### src/rtl/grpm_pkg.sv
`timescale 1ns / 1ps
package grpm_pkg;

  localparam int SAMPLE_W = 24;
  localparam int GAIN_W   = 16;
  localparam int GAINED_W = 28;
  localparam int DB_W     = 16;
  localparam int SUM_W    = 56;
  localparam int PEAK_W   = 27;
  localparam int CNT_W    = 16;
  localparam int DIVR_W   = CNT_W + 1;
  localparam int ROOT_W   = 32;
  localparam int LOGY_W   = 31;
  localparam int FRAC_W   = 16;
  localparam int LOGN_W   = 5;
  localparam int LEVEL_W  = 33;
  localparam int STEP_W   = 6;

  localparam int DIV_STEPS  = SUM_W;
  localparam int SQRT_STEPS = ROOT_W;
  localparam int LOG_STEPS  = FRAC_W;

  localparam logic [GAIN_W-1:0] GAIN_RESET = 16'd4096;
  localparam logic [CNT_W-1:0]  WIN_RESET  = 16'd4800;
  localparam logic [LEVEL_W-1:0] EPS_UNITS = 33'd17;
  localparam logic signed [19:0] DB_K      = 20'sd394566;
  localparam logic signed [17:0] DB_FLOOR  = -18'sd30720;
  localparam logic signed [17:0] DB_CEIL   = 18'sd6400;

  localparam logic CFG_GAIN   = 1'b0;
  localparam logic CFG_WINDOW = 1'b1;

  typedef struct packed {
    logic ld_in;
    logic mul;
    logic sat;
    logic sq;
    logic acc;
    logic div_step;
    logic sqrt_init;
    logic sqrt_step;
    logic nrm_init;
    logic nrm_step;
    logic log_step;
    logic db_mul;
    logic db_store;
    logic out_load;
    logic sel;
  } grpm_cmd_t;

  typedef struct packed {
    logic publish;
    logic norm_done;
    logic out_free;
  } grpm_stat_t;

endpackage

### src/rtl/grpm_ctrl.sv
`timescale 1ns / 1ps
module grpm_ctrl (
  input  logic                 clk,
  input  logic                 rst_n,
  input  logic                 in_tvalid,
  output logic                 in_tready,
  input  grpm_pkg::grpm_stat_t stat,
  output grpm_pkg::grpm_cmd_t  cmd
);
  import grpm_pkg::*;

  typedef enum logic [13:0] {
    S_IDLE = 14'(1 << 0),
    S_MUL  = 14'(1 << 1),
    S_SAT  = 14'(1 << 2),
    S_SQ   = 14'(1 << 3),
    S_ACC  = 14'(1 << 4),
    S_DIV  = 14'(1 << 5),
    S_SQI  = 14'(1 << 6),
    S_SQRT = 14'(1 << 7),
    S_NRMI = 14'(1 << 8),
    S_NORM = 14'(1 << 9),
    S_LOG  = 14'(1 << 10),
    S_DBM  = 14'(1 << 11),
    S_DBC  = 14'(1 << 12),
    S_OUT  = 14'(1 << 13)
  } state_t;

  state_t              state_r, state_nxt;
  logic [STEP_W-1:0]   cnt_r, cnt_nxt;
  logic                sel_r, sel_nxt;

  always_ff @(posedge clk) begin
    if (!rst_n) begin
      state_r <= S_IDLE;
      cnt_r   <= '0;
      sel_r   <= 1'b0;
    end else begin
      state_r <= state_nxt;
      cnt_r   <= cnt_nxt;
      sel_r   <= sel_nxt;
    end
  end

  always_comb begin
    state_nxt = state_r;
    cnt_nxt   = cnt_r;
    sel_nxt   = sel_r;
    in_tready = 1'b0;
    cmd       = '0;
    cmd.sel   = sel_r;
    unique case (state_r)
      S_IDLE: begin
        in_tready = 1'b1;
        if (in_tvalid) begin
          cmd.ld_in = 1'b1;
          state_nxt = S_MUL;
        end
      end
      S_MUL: begin
        cmd.mul   = 1'b1;
        state_nxt = S_SAT;
      end
      S_SAT: begin
        cmd.sat   = 1'b1;
        state_nxt = S_SQ;
      end
      S_SQ: begin
        cmd.sq    = 1'b1;
        state_nxt = S_ACC;
      end
      S_ACC: begin
        cmd.acc = 1'b1;
        if (stat.publish) begin
          state_nxt = S_DIV;
          cnt_nxt   = STEP_W'(DIV_STEPS - 1);
          sel_nxt   = 1'b0;
        end else begin
          state_nxt = S_OUT;
        end
      end
      S_DIV: begin
        cmd.div_step = 1'b1;
        if (cnt_r == '0) state_nxt = S_SQI;
        else cnt_nxt = cnt_r - 1'b1;
      end
      S_SQI: begin
        cmd.sqrt_init = 1'b1;
        cnt_nxt       = STEP_W'(SQRT_STEPS - 1);
        state_nxt     = S_SQRT;
      end
      S_SQRT: begin
        cmd.sqrt_step = 1'b1;
        if (cnt_r == '0) state_nxt = S_NRMI;
        else cnt_nxt = cnt_r - 1'b1;
      end
      S_NRMI: begin
        cmd.nrm_init = 1'b1;
        state_nxt    = S_NORM;
      end
      S_NORM: begin
        if (stat.norm_done) begin
          state_nxt = S_LOG;
          cnt_nxt   = STEP_W'(LOG_STEPS - 1);
        end else begin
          cmd.nrm_step = 1'b1;
        end
      end
      S_LOG: begin
        cmd.log_step = 1'b1;
        if (cnt_r == '0) state_nxt = S_DBM;
        else cnt_nxt = cnt_r - 1'b1;
      end
      S_DBM: begin
        cmd.db_mul = 1'b1;
        state_nxt  = S_DBC;
      end
      S_DBC: begin
        cmd.db_store = 1'b1;
        if (!sel_r) begin
          sel_nxt   = 1'b1;
          state_nxt = S_NRMI;
        end else begin
          state_nxt = S_OUT;
        end
      end
      S_OUT: begin
        if (stat.out_free) begin
          cmd.out_load = 1'b1;
          state_nxt    = S_IDLE;
        end
      end
      default: state_nxt = S_IDLE;
    endcase
  end

endmodule

### config.mk
export PLATFORM = sky130hd
export DESIGN_NAME = grpm_ctrl
export DESIGN_NICKNAME = d
export VERILOG_FILES = /design/src/rtl/grpm_pkg.sv /design/src/rtl/grpm_ctrl.sv
export SDC_FILE = /design/constraint.sdc
export NUM_CORES = 1
export LEC_CHECK = 0
export ABC_AREA = 1
export BUFFER_PORTS_ARGS = -buffer_cell sky130_fd_sc_hd__buf_2
export CAP_MARGIN = 20
export CORE_ASPECT_RATIO = 0.7
export CORE_MARGIN = 1.5
export CORE_UTILIZATION = 40
export CTS_CLUSTER_DIAMETER = 30
export CTS_CLUSTER_SIZE = 12
export DETAILED_ROUTE_END_ITERATION = 12
export GPL_ROUTABILITY_DRIVEN = 0
export MAX_ROUTING_LAYER = met4
export PLACE_DENSITY_LB_ADDON = 0.25
export SETUP_SLACK_MARGIN = 0.3
export SYNTH_ARGS = -nofsm -noshare
export SYNTH_HDL_FRONTEND = slang
export SYNTH_SLANG_ARGS = --single-unit
### constraint.sdc
create_clock -name clk -period 1.65 [get_ports clk]
set_input_delay 0.33 -clock clk [delete_from_list [all_inputs] [get_ports clk]]
set_output_delay 0.33 -clock clk [all_outputs]
set_load 0.02 [all_outputs]
==> reports/metrics.yaml <==
clock_tree:
  cts_tree: "done"
  clock_latency_ns: 0.26
  cts-hold-fix-buffers: 0
  path_clk_slew_ns: 0.08
  numCtsBuffers: 3
  htreeDepth: 1
  clk_path_buf_depth: 2
  cts_sinks: 21
  root_buffer: "clkbuf_8"
global_route:
  grt_max_degree: 20
  antenna_found_initial: 0
  grt_pass1_vias: 1553
  overflow: 0
  grt_pass1_wl_um: 7400
  grt_use_total_pct: 22.0
final_layout:
  layout-drive-gt1-share_pct: 52.4
  fin_util_pct: 64.2
  final_nets: 320
  area_growth_syn_to_layout_pct: 55.1
  antenna_cells: 0
floorplanning:
  ioPinCount: 22
  fp.dieArea_um2: 4430
  die_y_um: 56.2
  initial_core_util_pct: 41.4
  rows: 19
  core_um2: 3900
  die_width_um: 79.0
logic_synthesis:
  seq_area_frac_synth_pct: 26.0
  async_flop_share_pct: 0
  synth_seq_cells: 21
  syn_nets: 253
  syn_area_um2: 1620
  yosys-top-cells-count: "53 x nand2_1, 45 x inv_1, 31 x nor2_1, 21 x dfxtp_1, 20 x nand3_1"
  ys.flop_type: "dfxtp_1"
  synth_top_area_cell: "dfxtp_1"
  synth_edf_count: 0
  yosysTopAreaCellShare_pct: 26.0
  synth_area_per_cell_um2: 6.59
  yosysMostFrequentCell: "nand2_1"
  syn_inst: 245
  ys_warn_count: 0
  netlist_top_cells_area: "dfxtp_1 26%, nand2_1 12%, inv_1 10%"
  synth.distinct_cells: 28
pwr:
  ir_drop_v: 0.00129
  p_int_mw: 2.61
  p_comb_share_pct: 77.7
  p_seq_share_pct: 15.6
  power_density_nw_per_um2: 2100
  p_switching_mw: 2.64
  swShare_pct: 50.2
  p_clk_share_pct: 6.7
  p_leak_nw: 1.31
hold_path:
  hold_path_class: "primary input to register"
routing:
  wl_per_cell_um: 12.4
  drt_iter0_drc: 111
  antenna_left: 0
  via_per_inst: 4.64
  drc: 0
  num_vias: 1686
  drt_pass1_iterations: 5
  routed_wirelength_um: 4490
sta:
  maxSlewHeadroom_pct: 70.1
  fin_hold_ws_ns: 0.441
  period_needed_ns: 1.84
  drv_slew: 0
  finalSetupViolations: 35
  timing.fmax_ghz: 0.543
  hold_viol: 0
  skew_ns: 0.00385
  max_slew.worst_pin.slew_ns: 0.448
  setup_ws_ns: -0.192
  timing.final.crit_share_pct: 112
  tns_ns: -3.69
  rsz0062_at_grt: "yes"
critical_path:
  crit_type: "register to primary output"
  arrival_ns: 1.51
  cp_max_fo: 4
  startpoint_type: "register"
  cp_data_required_time_ns: 1.32
  crit_path_end_kind: "primary output"
flow_run:
  cap_viol_max_count: 0
outcome:
  status: "finished, violations left"
  violations: "negative setup slack"
placed_design:
  dpl.hpwl_um: 3010
  post-place-ws_ns: 0.00135
  io_buffer_count: 21
[cell families (layout without fill, tap and decap cells)]
logic type      after synthesis  after routing  share of synthesized area, %
simple gates                156            157                          53.1
buf+inv                      54            119                          14.0
flops                        21             21                          26.0
compound gates                9              9                          3.64
xor+xnor                      3              3                          1.63
fa+ha+maj                     2              2                          1.55
[timing repair]
item / in CTS / in global routing
pin swaps: 16 / 21
gates resized for setup: 54 / 37
endpoints found under the setup margin: 36 / 36
cloned: 1 / 0
setup buffers: 18 / 10
[through the flow]
step           instance area, µm²  power (mW)  std cells
2_1_floorplan                1680        3.03        245
3_3_place_gp                 1940        3.65        330
5_1_grt                      2500        5.63        363
3_5_place_dp                 1940        3.67        330
6_report                     2500        5.25        363
4_1_cts                      2300        4.84        353
[layer usage]
metal	vias to the layer above	GRT usage [%]	wire, µm
met5	-	-	0
met4	0	3.76	25
met3	2	3.93	312
met2	50	30.7	1930
met1	751	33.4	2220
li1	883	-	-
[layout make-up]
cell class / count / area, µm²
well taps: 52 / 65.1
repair buffers: 66 / 599
flip-flops and latches: 21 / 443
fillers: 331 / 1390
clock buffers: 4 / 45.0
inverters: 49 / 194
multi-input cells: 171 / 1160
[state kept, by name, summed over array words and instances (netlist names)]
name / flops
cnt_r: 6
state_r: 14
sel_r: 1
[path summary, 6_finish.rpt]
check / from / to / slack [ns] / cells past startpoint
worst min register to register: cnt_r[5] / cnt_r[5] / 0.51 / 2
worst max register to register: state_r[11] / state_r[7] / -0.17 / 13
worst max-delay path: state_r[11] / cmd[7] / -0.19 / 8
worst min-delay path: stat[2] / sel_r / 0.44 / 4
[cells in the final DEF, fill, tap and decap left out, types with 2 or more instances in the layout]
master     n
inv_4      2
nand3_1   17
nand2_4   10
nand4_1    4
buf_2      6
nand2_1   41
ha_1       2
nand3b_1   3
nand3_4    3
nand3_2    3
dfxtp_4    3
nor3_1     2
nor2_1    21
clkbuf_8   3
xor2_1     2
inv_2      8
dfxtp_2    9
buf_6     25
buf_12     2
nor2_2    17
buf_4     33
a21oi_1    3
nor2_4    11
inv_1     38
nand2_2   16
o21ai_1    2
nor3_2     2
nor2_8     3
dfxtp_1    9
[critical path, cell delays in order, from the launching register on]
cell and delay [ns]:
dfxtp_2 0.34, nor2_4 0.16, nand2_4 0.11, nor2_8 0.17, buf_12 0.14, nand2_4 0.05, buf_6 0.12, inv_2 0.04
buf_6 0.10
[power by group through the flow]
stage                     combinational (mW)  sequential (mW)  clock (mW)
after global placement                  2.83            0.822           0
final                                   4.08            0.820       0.349
after CTS                               3.66            0.819       0.363
after global routing                    4.41            0.835       0.380
after detailed placement                2.85            0.822           0
after floorplan                         2.24            0.791           0
(Power assumes the default switching activity.)
